<file path="config.mk">
export PLATFORM = sky130hd
export DESIGN_NAME = string_to_unsigned_parser_flat
export DESIGN_NICKNAME = d
export VERILOG_FILES = /design/src/design/stu_pkg.sv /design/src/design/stu_if.sv /design/src/design/string_to_unsigned_parser.sv /design/src/flat_wrapper.sv
export SDC_FILE = /design/constraint.sdc
export NUM_CORES = 1
export LEC_CHECK = 0
export ABC_AREA = 1
export BUFFER_PORTS_ARGS = -buffer_cell sky130_fd_sc_hd__buf_4
export CORE_ASPECT_RATIO = 0.75
export CORE_MARGIN = 10
export CORE_UTILIZATION = 55
export CTS_CLUSTER_DIAMETER = 150
export DETAILED_ROUTE_END_ITERATION = 8
export PLACE_DENSITY = 0.73
export SLEW_MARGIN = 20
export SYNTH_ARGS = -nofsm -noshare
export SYNTH_HDL_FRONTEND = slang
export SYNTH_SLANG_ARGS = --single-unit
</file>
<file path="constraint.sdc">
create_clock -name clk_i -period 22.3 [get_ports clk_i]
set_input_delay 0 -clock clk_i [delete_from_list [all_inputs] [get_ports clk_i]]
set_output_delay 0 -clock clk_i [all_outputs]
set_load 0.02 [all_outputs]
</file>
<file path="src/design/stu_pkg.sv">
package stu_pkg;

  localparam int unsigned ChW      = 8;
  localparam int unsigned RadixW   = 6;
  localparam int unsigned ValW     = 32;
  localparam int unsigned CntOutW  = 11;
  localparam int unsigned ProdW    = ValW + RadixW;

  localparam logic [RadixW-1:0] RadixMax = 6'd36;
  localparam logic [RadixW-1:0] BaseOct  = 6'd8;
  localparam logic [RadixW-1:0] BaseDec  = 6'd10;
  localparam logic [RadixW-1:0] BaseHex  = 6'd16;
  localparam logic [RadixW-1:0] BaseAuto = 6'd0;

  localparam logic [ChW-1:0] ChNul    = 8'h00;
  localparam logic [ChW-1:0] ChTab    = 8'h09;
  localparam logic [ChW-1:0] ChCr     = 8'h0d;
  localparam logic [ChW-1:0] ChSpace  = 8'h20;
  localparam logic [ChW-1:0] ChPlus   = 8'h2b;
  localparam logic [ChW-1:0] ChMinus  = 8'h2d;
  localparam logic [ChW-1:0] ChZero   = 8'h30;
  localparam logic [ChW-1:0] ChNine   = 8'h39;
  localparam logic [ChW-1:0] ChUpA    = 8'h41;
  localparam logic [ChW-1:0] ChUpX    = 8'h58;
  localparam logic [ChW-1:0] ChLowA   = 8'h61;
  localparam logic [ChW-1:0] ChLowX   = 8'h78;
  localparam logic [ChW-1:0] NoDigit  = 8'hff;

  typedef enum logic [2:0] {
    PH_IDLE   = 3'd0,
    PH_WS     = 3'd1,
    PH_SIGN1  = 3'd2,
    PH_SIGN2  = 3'd3,
    PH_PREFIX = 3'd4,
    PH_ZERO   = 3'd5,
    PH_DIGITS = 3'd6
  } phase_e;

  function automatic logic [ChW-1:0] digit_of(input logic [ChW-1:0] c);
    logic [ChW-1:0] d;
    if (c >= ChLowA) begin
      d = c - ChLowA + 8'd10;
    end else if (c >= ChUpA) begin
      d = c - ChUpA + 8'd10;
    end else if (c >= ChZero && c <= ChNine) begin
      d = c - ChZero;
    end else begin
      d = NoDigit;
    end
    return d;
  endfunction

endpackage

</file>
<file path="src/design/stu_if.sv">
interface stu_in_if;
  import stu_pkg::*;

  logic              valid;
  logic              ready;
  logic [ChW-1:0]    ch;
  logic              start_req;
  logic [RadixW-1:0] radix;

  modport source (output valid, ch, start_req, radix, input ready);
  modport sink (input valid, ch, start_req, radix, output ready);
endinterface

interface stu_out_if;
  import stu_pkg::*;

  logic               valid;
  logic               ready;
  logic [ValW-1:0]    value;
  logic [CntOutW-1:0] consumed;
  logic               overflow;

  modport source (output valid, value, consumed, overflow, input ready);
  modport sink (input valid, value, consumed, overflow, output ready);
endinterface

</file>
<file path="src/design/string_to_unsigned_parser.sv">
// Streaming string-to-unsigned parser, one character per request.
// The result is registered and presented in the cycle after its terminating character is accepted.
// Throughput: one character per cycle unless a held result stalls input; the whole parse step is one 32x6 multiply-add.
// A result held back by the receiver stalls input until it is taken.
// Reset (rst_ni low, asynchronous) returns the parser to idle with no result pending.
module string_to_unsigned_parser #(
  parameter int unsigned MAX_CHARS = 1024
) (
  input  logic             clk_i,
  input  logic             rst_ni,
  stu_in_if.sink           req_i,
  stu_out_if.source        res_o
);
  import stu_pkg::*;

  localparam int unsigned CntW = $clog2(MAX_CHARS + 1);
  localparam logic [CntW-1:0] CntMax = CntW'(MAX_CHARS);

  phase_e            ph_q, ph_d;
  logic              neg_q, neg_d;
  logic [RadixW-1:0] base_q, base_d;
  logic [ValW-1:0]   acc_q, acc_d;
  logic [CntW-1:0]   cnt_q, cnt_d;
  logic              ovf_q, ovf_d;
  logic              emit;
  logic              held;
  logic [CntW-1:0]   cnt_bump;
  logic [ChW-1:0]    dig;
  logic [ProdW-1:0]  prod;
  logic              req_acc;

  logic               res_vld_q;
  logic [ValW-1:0]    res_val_q, res_val_d;
  logic [CntOutW-1:0] res_cnt_q, res_cnt_d;
  logic               res_ovf_q, res_ovf_d;

  assign req_acc     = req_i.valid && req_i.ready;
  assign req_i.ready = !res_vld_q || res_o.ready;
  assign dig         = digit_of(req_i.ch);

  // Next state: phases fall through within one character
  always_comb begin : next_state
    ph_d     = ph_q;
    neg_d    = neg_q;
    base_d   = base_q;
    acc_d    = acc_q;
    cnt_d    = cnt_q;
    ovf_d    = ovf_q;
    emit     = 1'b0;
    held     = 1'b0;
    prod     = '0;
    if (req_i.start_req) begin
      ph_d   = PH_WS;
      neg_d  = 1'b0;
      base_d = (req_i.radix > RadixMax) ? RadixMax : req_i.radix;
      acc_d  = '0;
      cnt_d  = '0;
      ovf_d  = 1'b0;
    end
    cnt_bump = (cnt_d < CntMax) ? cnt_d + CntW'(1) : cnt_d;
    if (ph_d == PH_IDLE) begin
      held = 1'b1;
    end
    if (!held && ph_d == PH_WS) begin
      if (req_i.ch inside {[ChTab:ChCr], ChSpace}) begin
        cnt_d = cnt_bump;
        held  = 1'b1;
      end else begin
        ph_d = PH_SIGN1;
      end
    end
    if (!held && ph_d == PH_SIGN1) begin
      ph_d = PH_SIGN2;
      if (req_i.ch == ChMinus) begin
        neg_d = 1'b1;
        cnt_d = cnt_bump;
        held  = 1'b1;
      end
    end
    if (!held && ph_d == PH_SIGN2) begin
      ph_d = PH_PREFIX;
      if (req_i.ch == ChPlus) begin
        cnt_d = cnt_bump;
        held  = 1'b1;
      end
    end
    if (!held && ph_d == PH_PREFIX) begin
      if (req_i.ch == ChZero && (base_d == BaseAuto || base_d == BaseHex)) begin
        if (base_d == BaseAuto) begin
          base_d = BaseOct;
        end
        cnt_d = cnt_bump;
        ph_d  = PH_ZERO;
        held  = 1'b1;
      end else begin
        if (base_d == BaseAuto) begin
          base_d = BaseDec;
        end
        ph_d = PH_DIGITS;
      end
    end
    if (!held && ph_d == PH_ZERO) begin
      ph_d = PH_DIGITS;
      if (req_i.ch == ChLowX || req_i.ch == ChUpX) begin
        base_d = BaseHex;
        cnt_d  = cnt_bump;
        held   = 1'b1;
      end
    end
    if (!held && ph_d == PH_DIGITS) begin
      if (req_i.ch != ChNul && dig < ChW'(base_d)) begin
        prod = ProdW'(acc_d) * ProdW'(base_d) + ProdW'(dig);
        if (prod[ProdW-1:ValW] != '0) begin
          ovf_d = 1'b1;
          acc_d = '1;
        end else if (!ovf_d) begin
          acc_d = prod[ValW-1:0];
        end
        cnt_d = cnt_bump;
      end else begin
        emit = 1'b1;
        ph_d = PH_IDLE;
      end
    end
  end

  // Result payload
  always_comb begin : result
    if (ovf_d) begin
      res_val_d = '1;
    end else if (neg_d) begin
      res_val_d = '0 - acc_d;
    end else begin
      res_val_d = acc_d;
    end
    res_cnt_d = CntOutW'(cnt_d);
    res_ovf_d = ovf_d;
  end

  always_ff @(posedge clk_i or negedge rst_ni) begin
    if (!rst_ni) begin
      ph_q   <= PH_IDLE;
      neg_q  <= 1'b0;
      base_q <= '0;
      acc_q  <= '0;
      cnt_q  <= '0;
      ovf_q  <= 1'b0;
    end else if (req_acc) begin
      ph_q   <= ph_d;
      neg_q  <= neg_d;
      base_q <= base_d;
      acc_q  <= acc_d;
      cnt_q  <= cnt_d;
      ovf_q  <= ovf_d;
    end
  end

  always_ff @(posedge clk_i or negedge rst_ni) begin
    if (!rst_ni) begin
      res_vld_q <= 1'b0;
    end else if (req_i.ready) begin
      res_vld_q <= req_acc && emit;
    end
  end

  // Hold payload until the next result is produced
  always_ff @(posedge clk_i) begin
    if (req_acc && emit) begin
      res_val_q <= res_val_d;
      res_cnt_q <= res_cnt_d;
      res_ovf_q <= res_ovf_d;
    end
  end

  assign res_o.valid    = res_vld_q;
  assign res_o.value    = res_val_q;
  assign res_o.consumed = res_cnt_q;
  assign res_o.overflow = res_ovf_q;

`ifndef SYNTHESIS
  a_res_from_req: assert property (@(posedge clk_i) disable iff (!rst_ni)
    $rose(res_vld_q) |-> $past(req_acc))
    else $error("result raised without an accepted request");

  a_ovf_all_ones: assert property (@(posedge clk_i) disable iff (!rst_ni)
    res_vld_q && res_ovf_q |-> res_val_q == '1)
    else $error("overflow result is not all ones");

  a_idle_after_emit: assert property (@(posedge clk_i) disable iff (!rst_ni)
    req_acc && emit |=> ph_q == PH_IDLE && res_vld_q)
    else $error("parser not idle after emitting a result");

  a_cnt_limit: assert property (@(posedge clk_i) disable iff (!rst_ni)
    cnt_q <= CntMax)
    else $error("character count beyond limit");

  a_base_range: assert property (@(posedge clk_i) disable iff (!rst_ni)
    base_q <= RadixMax)
    else $error("base out of range");
`endif

endmodule
</file>
<file path="src/flat_wrapper.sv">
// flat-port wrapper written by rule: the top's interface ports become plain ports
module string_to_unsigned_parser_flat import stu_pkg::*;
#(
  parameter int unsigned MAX_CHARS = 1024
)
  (clk_i, rst_ni, req_i_valid, req_i_ch, req_i_start_req, req_i_radix, req_i_ready, res_o_valid, res_o_value, res_o_consumed, res_o_overflow, res_o_ready);
  stu_in_if req_i_i ();
  stu_out_if res_o_i ();
  input  logic clk_i;
  input  logic rst_ni;
  input wire logic [$bits(req_i_i.valid)-1:0] req_i_valid;
  input wire logic [$bits(req_i_i.ch)-1:0] req_i_ch;
  input wire logic [$bits(req_i_i.start_req)-1:0] req_i_start_req;
  input wire logic [$bits(req_i_i.radix)-1:0] req_i_radix;
  output wire logic [$bits(req_i_i.ready)-1:0] req_i_ready;
  output wire logic [$bits(res_o_i.valid)-1:0] res_o_valid;
  output wire logic [$bits(res_o_i.value)-1:0] res_o_value;
  output wire logic [$bits(res_o_i.consumed)-1:0] res_o_consumed;
  output wire logic [$bits(res_o_i.overflow)-1:0] res_o_overflow;
  input wire logic [$bits(res_o_i.ready)-1:0] res_o_ready;
  assign req_i_i.valid = req_i_valid;
  assign req_i_i.ch = req_i_ch;
  assign req_i_i.start_req = req_i_start_req;
  assign req_i_i.radix = req_i_radix;
  assign req_i_ready = req_i_i.ready;
  assign res_o_valid = res_o_i.valid;
  assign res_o_value = res_o_i.value;
  assign res_o_consumed = res_o_i.consumed;
  assign res_o_overflow = res_o_i.overflow;
  assign res_o_i.ready = res_o_ready;
  string_to_unsigned_parser #(.MAX_CHARS(MAX_CHARS)) u_core (.clk_i(clk_i), .rst_ni(rst_ni), .req_i(req_i_i), .res_o(res_o_i));
endmodule
</file>
==> out/metrics.cfg, run 1 <==
[clock_tree]
cts_made_buffers = 9
cts_resized = 0
clk-insertion-delay-late_ns = 0.36
clockRootBuffer = clkbuf_16
ctsHtreeMaxLevel = 3
clkSinkCount = 99
path_clk_slew_ns = 0.07
cts.path.max_buffers = 2
cts_tree = done

[synth]
yosysSeqAreaShare_pct = 19.67
synth_top_cell_by_area = fa_1
yosysMostFrequentCell = nand2_1
yosysWarnings = 0
synthCells = 1945
synth_edf_count = 44
synth_area_um2 = 13720
ys_top_cells_by_count = nand2_1 (443), nor2_1 (320), inv_1 (283)
synth-async-reset-ratio_pct = 55.56
synth_top_cell_area_share_pct = 18.39
synth_area_leaders = fa_1 (18%), nand2_1 (12%), dfrtp_1 (10%)
ys.flop_type = dfrtp_1
syn_avg_cell_area_um2 = 7.052
syn_nets = 2186
ys_types = 55
ys_seq_elements = 99

[worst_setup_path]
cp_data_arrival_time_ns = 10.44
worstSetupPathType = in2reg
worstSetupStartpointType = input pin
worstSetupEndpointType = flip-flop
max_stage_delay_ns = 0.82
critPathBufInv = 10
r2r_cells = 46
crit_top_cell = nand2_1
crit_required_ns = 22.36
slowest_stage = clkinv_1
critical_path.top_delay_family = simple AND/OR/NAND/NOR gates
crit_cells = 48
path_max_fanout = 47

[die]
initial_utilization_pct = 56.50
die_w_um = 202.4
core_area_um2 = 24280
ios = 65
die-area_um2 = 31720
rows = 49
die_y_um = 156.8

[finish]
nFillCells = 2322
syn2layout_area_growth_pct = 7.589
num-nets-final = 2211
antenna_cells = 0
drive_above_1_share_pct = 7.696

[sta]
finalSetupTns_ns = 0
fmax_mhz = 96.34
slew_headroom_pct = 25.67
setup_viol = 0
hold_violations = 0
maxSlewViolCount = 0
period_share_pct = 46.55
skew_ns = 0.01335
worst_pin_slew_ns = 1.114
hold_ws_ns = 0.2406
rsz0062_at_grt = false
fin_crit_ns = 10.38

[detailed_routing]
wl_per_cell_um = 18.16
drt_iter0_drc = 1113
drtAntennaViolNets = 0
num_vias = 13140
drt-pass1-iter-count = 5
vias_per_cell = 5.699
drc = 0
routed_wl_mm = 41.87

[global_routing]
grt_usage_pct = 25.86
grt_max_degree = 83
grt-ovfl-total = 0
grt_pass1_wl_mm = 66.14
grt_pass1_vias = 12440
antenna_found_initial = 0

[power]
power_frac_comb_pct = 71.0
p_sw_share_pct = 55.50
p_leak_nw = 7.868
seqPwrFrac_pct = 18.6
switchingPower_w = 0.0009059
irDropWorstVdd_mv = 0.08170
clkPwrFrac_pct = 10.4
p_int_w = 0.0007265
power_density_nw_per_um2 = 110.6

[placement]
portBuffers = 64
finalWeightedCongestion = 0.9696
dp_hpwl_mm = 33.28

[run]
cap_violations = 0

[outcome]
outcome = finished, final reports clean

[worst_hold_path]
hold_class = in2async

[worst reg2reg max path: cells and delay by family (launching register included)]
kind | cells | cell delay, ns
buffers and inverters | 8 | 1.63
xor gates and xnor gates | 1 | 0.12
adders and majority gates | 6 | 2.65
AOI/OAI and AO/OA | 8 | 1.43
DFF | 1 | 0.42
and+or+nand+nor | 23 | 3.75
[routing by layer]
layer,GRT usage (%),vias up,wire [µm]
li1,-,6232,-
met1,33.64,6248,17600
met2,40.73,577,18840
met3,6.602,86,3769
met4,9.957,0,1657
met5,0,-,0
[flip-flops by register name, indices dropped and copies added (netlist names)]
register	cells
u_core.acc_q	32
u_core.neg_q	1
u_core.res_o.value	32
u_core.res_o.overflow	1
u_core.base_q	6
u_core.res_o.valid	1
u_core.ovf_q	1
u_core.cnt_q	11
u_core.ph_q	3
u_core.res_o.consumed	11
[area by class of cell]
type	instances	area, µm²	area share (%)
repair buffers	78	590.6	4.002
flip-flops and latches	99	2698	18.28
well taps	331	414.1	2.806
clock buffers	12	267.8	1.814
clock inverters	4	53.80	0.3646
inverters	303	1137	7.707
multi-input cells	1479	9597	65.03
[cell families (layout without fill, tap and decap cells)]
kind of cell,count (synthesis),after routing,share of synthesized area [%]
AO/OA/AOI/OAI,273,273,11.09
AND/OR/NAND/NOR,945,945,29.11
XOR/XNOR,38,38,2.426
buffers and inverters,367,397,10.49
flip-flops,99,99,19.67
multiplexers,1,1,0.07298
adder cells (fa/ha/maj),222,222,27.15
[power by group through the flow]
| stage | Sequential [W] | Combinational [W] | Clock, W |
|---|---|---|---|
| 6_report | 0.000304 | 0.00116 | 0.000170 |
| 5_1_grt | 0.000311 | 0.00129 | 0.000177 |
| 4_1_cts | 0.000304 | 0.00114 | 0.000171 |
| 3_5_place_dp | 0.000307 | 0.00113 | 0 |
| 3_3_place_gp | 0.000305 | 0.00112 | 0 |
| 2_1_floorplan | 0.000336 | 0.000779 | 0 |
[final timing paths]
kind,startpoint,to,slack (ns)
max,req_i_start_req,u_core.res_o.value[26]$_SDFFCE_PP1P_,11.92
min,rst_ni,u_core.cnt_q[1]$_DFFE_PN0P_,0.24
max reg2reg,u_core.ph_q[1]$_DFFE_PN0P_,u_core.res_o.value[26]$_SDFFCE_PP1P_,12.00
min reg2reg,u_core.cnt_q[9]$_DFFE_PN0P_,u_core.cnt_q[9]$_DFFE_PN0P_,0.49
max in group asynchronous,rst_ni,u_core.acc_q[26]$_DFFE_PN0P_,21.52
min in group clk_i,req_i_valid,u_core.ph_q[0]$_DFFE_PN0P_,0.32
[placed cells by master (no fill, tap or decap), types with 7 or more instances in the layout]
master     count
nand2_1      442
nand4_1       55
buf_4         76
ha_1          96
o21ai_0      135
nor2_1       319
dfrtp_1       55
nand3_1       75
inv_1        283
inv_2         15
xor2_1        27
clkbuf_16     10
edfxtp_1      44
xnor2_1       11
a31oi_1       11
nor3_1         9
nand2_2       12
fa_1         126
nor2_2         7
a21oi_1       80
[stage by stage]
step	setup WS (ns)	cell area, µm²	total power, W	util (%)	instances
finish	11.92	14760	0.001632	60.79	2306
global route	11.06	14760	0.001774	60.79	2306
CTS	12.09	14760	0.001616	60.79	2306
detailed placement	11.77	14420	0.001441	59.38	2288
global placement	12.24	14420	0.001424	59.38	2288
floorplan	14.37	13720	0.001115	-	1945
[timing repair]
item                                    4_1_cts  5_1_grt
buffers inserted                              0        0
endpoints found under the setup margin        0        0
hold buffers                                  2        0
endpoints found under the hold margin        56        0
Note: power is estimated with default switching activity, not from simulation.
==> run 2, diff against run 1 <==
- clock period: 22.3 -> 10.17 ns (I/O delays scaled with it)
==> out/metrics.cfg, run 2 (synthesis gave the netlist of run 1 again) <==
[outcome]
outcome = finished, final reports clean  ; unchanged

[finish]
syn2layout_area_growth_pct = 8.182  ; was 7.589%
antenna_cells = 0  ; unchanged
final_common_cell = nand2_1  ; unchanged
nFillCells = 2313  ; was 2322
final_cell_mix = nand2_1 (442), nor2_1 (318), inv_1 (281)  ; was nand2_1 (442), nor2_1 (319), inv_1 (283)
drive_above_1_share_pct = 8.296  ; was 7.696%
num-nets-final = 2225  ; was 2211

[detailed_routing]
drt-pass1-iter-count = 5  ; unchanged
drt_iter0_drc = 1338  ; was 1113
wl_met3_mm = 3.082  ; was 3.769 mm
num_vias = 13140  ; about the same
wl_met2_mm = 19.00  ; was 18.84 mm
met1_length_mm = 17.64  ; was 17.60 mm
vias_per_cell = 5.662  ; was 5.699
drtAntennaViolNets = 0  ; unchanged
wl_per_cell_um = 17.66  ; was 18.16 µm
drc = 0  ; unchanged
routed_wl_mm = 40.97  ; was 41.87 mm
maxUsedRoutingLayer = met4  ; unchanged

[worst_setup_path]
crit_required_ns = 10.25  ; was 22.36 ns
worstSetupEndpointType = flip-flop  ; unchanged
rr_endpoint = u_core.res_o.value[29]$_SDFFCE_PP1P_  ; was u_core.res_o.value[26]$_SDFFCE_PP1P_
cp_data_arrival_time_ns = 9.50  ; was 10.44 ns
worstSetupPathType = reg2reg  ; was in2reg
worstSetupStartpointType = flip-flop  ; was input pin
path_max_fanout = 21  ; was 47
slowest_stage = fa_1  ; was clkinv_1
max_stage_delay_ns = 0.55  ; was 0.82 ns
cp-startpoint = u_core.ph_q[1]$_DFFE_PN0P_  ; was req_i_start_req
r2r_cells = 49  ; was 46
crit_top_cell = nand2_1  ; unchanged
r2r_setup_slack_ns = 0.74  ; was 12.00 ns
reg2reg_from = u_core.ph_q[1]$_DFFE_PN0P_  ; unchanged

[clock_tree]
cts_tree = done  ; unchanged
clockRootBuffer = clkbuf_16  ; unchanged
clk-insertion-delay-late_ns = 0.36  ; about the same
cts.path.max_buffers = 2  ; unchanged
clkSinkCount = 99  ; unchanged
ctsHtreeMaxLevel = 3  ; unchanged
cts_made_buffers = 9  ; unchanged
path_clk_slew_ns = 0.06  ; was 0.07 ns

[global_routing]
antenna_found_initial = 0  ; unchanged
grt_pass1_wl_mm = 65.96  ; was 66.14 mm
grt_usage_pct = 25.50  ; was 25.86%
grt-ovfl-total = 0  ; unchanged
grt_pass1_vias = 12600  ; was 12.44k
grt_max_degree = 83  ; unchanged

[sta]
finalSetupTns_ns = 0  ; unchanged
rsz0062_at_grt = false  ; unchanged
timing.final.ws_setup_ns = 0.7442  ; was 11.92 ns
worst_pin_slew_ns = 0.9924  ; was 1.114 ns
skew_ns = 0.01015  ; was 0.01335 ns
setup_viol = 0  ; unchanged
hold_ws_ns = 0.2775  ; was 0.2406 ns
maxSlewViolCount = 0  ; unchanged
hold_violations = 0  ; unchanged
slew_headroom_pct = 33.43  ; was 25.67%
fin_crit_ns = 9.426
fmax_mhz = 106.1
period_share_pct = 92.68

[die]
die_y_um = 156.8  ; unchanged
initial_utilization_pct = 56.50  ; unchanged
ios = 65  ; unchanged
die_w_um = 202.4  ; unchanged
core_area_um2 = 24280  ; unchanged
rows = 49  ; unchanged
die-area_um2 = 31720  ; unchanged

[power]
p_leak_nw = 7.891  ; was 7.868 nW
total_power_w = 0.003553  ; was 0.001632 W
power_density_nw_per_um2 = 239.4  ; was 110.6 nW/µm²
irDropWorstVdd_mv = 0.1793  ; was 0.08170 mV

[placement]
place_ws_ns = 0.8858  ; was 11.77 ns
dp_hpwl_mm = 32.44  ; was 33.28 mm
finalWeightedCongestion = 0.9524  ; was 0.9696
portBuffers = 64  ; unchanged

[run]
cap_violations = 0  ; unchanged

[worst_hold_path]
hold_class = in2async  ; unchanged

-- run 2: metal layers --
layer | vias up | GRT usage (%)
met5 | - | 0
met1 | 6281 | 33.85
met2 | 517 | 41.38
li1 | 6271 | -
met3 | 67 | 4.807
met4 | 0 | 8.186
-- run 2: report_power, final --
group	internal [W]	switching (W)	total (W)
Sequential	0.000604	0.0000600	0.000664
Combinational	0.000787	0.00176	0.00255
Clock	0.000188	0.000149	0.000338
-- run 2: stage by stage --
stage	std cells	area, µm²	util, %
2_1_floorplan	1945	13720	-
3_3_place_gp	2300	14510	59.75
3_5_place_dp	2300	14510	59.75
4_1_cts	2318	14810	61.01
5_1_grt	2320	14840	61.12
6_report	2320	14840	61.12
-- run 2: area by class of cell --
type                       instances  area [µm²]  area share (%)
multi-input combinational       1479        9605           64.73
sequential                        99        2698           18.18
inverter                         303        1141           7.690
timing repair buffer              91       688.2           4.637
tap                              331       414.1           2.791
clock buffer                      10       229.0           1.543
clock inverter                     6       56.30          0.3794
timing repair inverter             1       7.507         0.05059
-- run 2: repair_timing --
action                                  4_1_cts  5_1_grt
endpoints found under the hold margin        56        0
endpoints found under the setup margin        0        4
hold buffers                                  2        0
gates resized for setup                       0        4
setup buffers                                 0        1
-- run 2: worst max-delay path by stage --
| stage | to | cells past startpoint | slack [ns] |
|---|---|---|---|
| detailed placement | u_core.res_o.value[29]$_SDFFCE_PP1P_ | 50 | 0.89 |
| global route | u_core.res_o.value[29]$_SDFFCE_PP1P_ | 49 | 0.01 |
| floorplan | u_core.res_o.value[14]$_SDFFCE_PP1P_ | 48 | 2.24 |
| global placement | u_core.res_o.value[29]$_SDFFCE_PP1P_ | 49 | 0.90 |
| finish | u_core.res_o.value[29]$_SDFFCE_PP1P_ | 49 | 0.74 |
| CTS | u_core.res_o.value[28]$_SDFFCE_PP1P_ | 48 | 0.96 |
-- run 2: worst max-delay path: cells and delay by family, from the launching register on --
kind | cells | cell delay (ns)
compound gates | 7 | 1.41
fa+ha+maj | 5 | 2.33
buf+inv | 8 | 1.15
flops | 1 | 0.43
simple gates | 29 | 3.80
==> run 3, diff against run 2 <==
- ABC_AREA: 1 -> default
==> out/metrics.cfg, run 3 <==
[detailed_routing]
num_vias = 12380  ; was 13.14k
drtAntennaViolNets = 0  ; unchanged
drc = 0  ; unchanged
drt-pass1-iter-count = 5  ; unchanged
wl_per_cell_um = 21.32  ; was 17.66 µm
routed_wl_mm = 41.53  ; was 40.97 mm
vias_per_cell = 6.353  ; was 5.662
drt_iter0_drc = 1424  ; was 1338

[synth]
syn_avg_cell_area_um2 = 8.255  ; was 7.052 µm²
synth_area_um2 = 13310  ; was 13720 µm²
synth_area_leaders = fa_1 (19%), dfrtp_1 (10%), edfxtp_1 (9.9%)  ; was fa_1 (18%), nand2_1 (12%), dfrtp_1 (10%)
yosysMostFrequentCell = nor2_1  ; was nand2_1
synth_edf_count = 44  ; unchanged
yosysWarnings = 0  ; unchanged
synthCells = 1612  ; was 1945
synth_top_cell_by_area = fa_1  ; unchanged
yosysSeqAreaShare_pct = 20.27  ; was 19.67%
ys.flop_type = dfrtp_1  ; unchanged
syn_nets = 1853  ; was 2186
ys_top_cells_by_count = nor2_1 (255), nand2_1 (196), fa_1 (126)  ; was nand2_1 (443), nor2_1 (320), inv_1 (283)
synth-async-reset-ratio_pct = 55.56  ; unchanged
synth_top_cell_area_share_pct = 18.95  ; was 18.39%
ys_seq_elements = 99  ; unchanged
ys_types = 91  ; was 55

[placement]
dp_cells = 1931  ; was 2300
finalWeightedCongestion = 1.010  ; was 0.9524
portBuffers = 64  ; unchanged
dp_hpwl_mm = 32.31  ; was 32.44 mm

[finish]
nFillCells = 2120  ; was 2313
antenna_cells = 0  ; unchanged
seqCellArea_um2 = 2698  ; unchanged
fin_cells = 1948  ; was 2320
final_common_cell = nor2_1  ; was nand2_1
drive_above_1_share_pct = 9.562  ; was 8.296%
final_cell_mix = nor2_1 (252), nand2_1 (195), fa_1 (126)  ; was nand2_1 (442), nor2_1 (318), inv_1 (281)
syn2layout_area_growth_pct = 8.640  ; was 8.182%
num-nets-final = 1878  ; was 2225
multiInputGateArea_um2 = 9962  ; was 9605 µm²

[sta]
fmax_mhz = 105.9  ; was 106.1 MHz
fin_crit_ns = 9.442  ; was 9.426 ns
slew_headroom_pct = 30.20  ; was 33.43%
hold_ws_ns = 0.04142  ; was 0.2775 ns
skew_ns = 0.01078  ; was 0.01015 ns
maxSlewViolCount = 0  ; unchanged
period_share_pct = 92.84  ; was 92.68%
worst_pin_slew_ns = 1.047  ; was 0.9924 ns
setup_viol = 0  ; unchanged
finalSetupTns_ns = 0  ; unchanged
rsz0062_at_grt = false  ; unchanged
hold_violations = 0  ; unchanged

[die]
die_y_um = 154.7  ; was 156.8 µm
rows = 49  ; unchanged
initial_utilization_pct = 55.66  ; was 56.50%
ios = 65  ; unchanged
die-area_um2 = 30880  ; was 31720 µm²
core_area_um2 = 23910  ; was 24280 µm²
die_w_um = 199.6  ; was 202.4 µm

[power]
seqPwrFrac_pct = 23.5  ; was 18.7%
p_sw_share_pct = 49.69  ; was 55.55%
p_int_w = 0.001374  ; was 0.001579 W
irDropWorstVdd_mv = 0.1114  ; was 0.1793 mV
power_density_nw_per_um2 = 188.9  ; was 239.4 nW/µm²
switchingPower_w = 0.001357  ; was 0.001973 W
power_frac_comb_pct = 61.2  ; was 71.8%
p_leak_nw = 6.807  ; was 7.891 nW
clkPwrFrac_pct = 15.3  ; was 9.5%

[worst_setup_path]
path_max_fanout = 13  ; was 21
worstSetupStartpointType = flip-flop  ; unchanged
r2r_setup_slack_ns = 0.73  ; was 0.74 ns
cp_data_arrival_time_ns = 9.54  ; was 9.50 ns
max_stage_delay_ns = 0.61  ; was 0.55 ns
worstSetupEndpointType = flip-flop  ; unchanged
worstSetupPathType = reg2reg  ; unchanged
crit_required_ns = 10.27  ; was 10.25 ns
reg2reg_from = u_core.base_q[5]$_DFFE_PN0P_  ; was u_core.ph_q[1]$_DFFE_PN0P_
cp-startpoint = u_core.base_q[5]$_DFFE_PN0P_  ; was u_core.ph_q[1]$_DFFE_PN0P_
r2r_cells = 31  ; was 49
slowest_stage = nor4_1  ; was fa_1
rr_endpoint = u_core.res_o.value[30]$_SDFFCE_PP1P_  ; was u_core.res_o.value[29]$_SDFFCE_PP1P_
crit_path_end = u_core.res_o.value[30]$_SDFFCE_PP1P_  ; was u_core.res_o.value[29]$_SDFFCE_PP1P_

[clock_tree]
ctsHtreeMaxLevel = 3  ; unchanged
cts_tree = done  ; unchanged
clkSinkCount = 99  ; unchanged
path_clk_slew_ns = 0.07  ; was 0.06 ns
cts.path.max_buffers = 2  ; unchanged
clk-insertion-delay-late_ns = 0.36  ; about the same
clockRootBuffer = clkbuf_16  ; unchanged
cts_made_buffers = 9  ; unchanged

[global_routing]
gr-usage-met1_pct = 40.50  ; was 33.85%
met3_usage_pct = 4.792  ; was 4.807%
antenna_found_initial = 0  ; unchanged
grt_pass1_vias = 11780  ; was 12.60k
grt_pass1_wl_mm = 66.50  ; was 65.96 mm
grt_usage_pct = 27.01  ; was 25.50%
grt_use_met2_pct = 39.95  ; was 41.38%
busiest_layer = met1  ; was met2
grt-ovfl-total = 0  ; unchanged
grt_max_degree = 88  ; was 83

[outcome]
outcome = finished, final reports clean  ; unchanged

[run]
cap_violations = 0  ; unchanged

[worst_hold_path]
hold_class = in2reg  ; was in2async

==> run 3: final cells by class <==
class,count,area share (%)
clock buffers,9,1.558
clock inverters,7,0.9347
inverters,87,2.259
multi-input cells,1345,68.91
flip-flops and latches,99,18.66
well taps,306,2.648
repair buffers,95,5.037
==> run 3: metrics by stage <==
stage / cell area, µm² / setup slack (ns) / total power (W) / util, %
final: 14460 / 0.7282 / 0.002731 / 60.47
after global routing: 14460 / 0.06021 / 0.002924 / 60.47
after CTS: 14440 / 0.7565 / 0.002701 / 60.39
after detailed placement: 14070 / 0.4410 / 0.002276 / 58.84
after global placement: 14070 / 0.6973 / 0.002252 / 58.84
after floorplan: 13310 / 1.158 / 0.001769 / -
==> run 3: cells by family (layout without fill, tap and decap cells) <==
family | count (synthesis) | in the layout | share of synthesized area [%]
AOI/OAI and AO/OA | 398 | 398 | 19.07
xor gates and xnor gates | 55 | 55 | 3.620
adders and majority gates | 222 | 222 | 27.98
buffers and inverters | 168 | 198 | 5.190
DFF | 99 | 99 | 20.27
muxes | 21 | 21 | 1.617
and+or+nand+nor | 649 | 649 | 22.25
==> run 3: how the worst min path moves through the flow <==
stage	from	slack (ns)	depth (start not counted)	endpoint
after floorplan	rst_ni	-0.30	0	u_core.acc_q[0]$_DFFE_PN0P_
after global placement	rst_ni	0.13	1	u_core.base_q[1]$_DFFE_PN0P_
after detailed placement	rst_ni	0.14	1	u_core.ph_q[1]$_DFFE_PN0P_
after CTS	res_o_ready	0.04	3	u_core.res_o.valid$_DFFE_PN0N_
after global routing	res_o_ready	0.09	3	u_core.res_o.valid$_DFFE_PN0N_
final	res_o_ready	0.04	3	u_core.res_o.valid$_DFFE_PN0N_
==> run 3: what timing repair did <==
item                                   4_1_cts  5_1_grt
setup endpoints to repair                    0       10
hold buffers                                 1        0
endpoints found under the hold margin       55        0
resized for setup                            0        4
setup buffers                                0        0
==> run 3: critical path, delay by kind of cell (launching register included) <==
| family | cells | cell delay, ns |
|---|---|---|
| AOI/OAI and AO/OA | 12 | 2.79 |
| xor gates and xnor gates | 1 | 0.33 |
| adders and majority gates | 6 | 2.39 |
| buffers and inverters | 3 | 0.73 |
| DFF | 1 | 0.42 |
| muxes | 1 | 0.14 |
| and+or+nand+nor | 8 | 2.37 |
==> run 3: power groups by stage <==
stage / registers [W] / clock network [W] / logic (W)
global placement: 0.000643 / 0 / 0.00161
global route: 0.000651 / 0.000435 / 0.00184
finish: 0.000641 / 0.000417 / 0.00167
CTS: 0.000639 / 0.000419 / 0.00164
detailed placement: 0.000645 / 0 / 0.00163
floorplan: 0.000661 / 0 / 0.00111
==> run 3: metal layers <==
metal / vias to the layer above / routed length (µm) / share of wire (%)
met3: 45 / 4047 / 9.7
li1: 5662 / - / -
met5: - / 0 / 0
met4: 0 / 537 / 1.3
met1: 6044 / 18870 / 45
met2: 624 / 18080 / 44
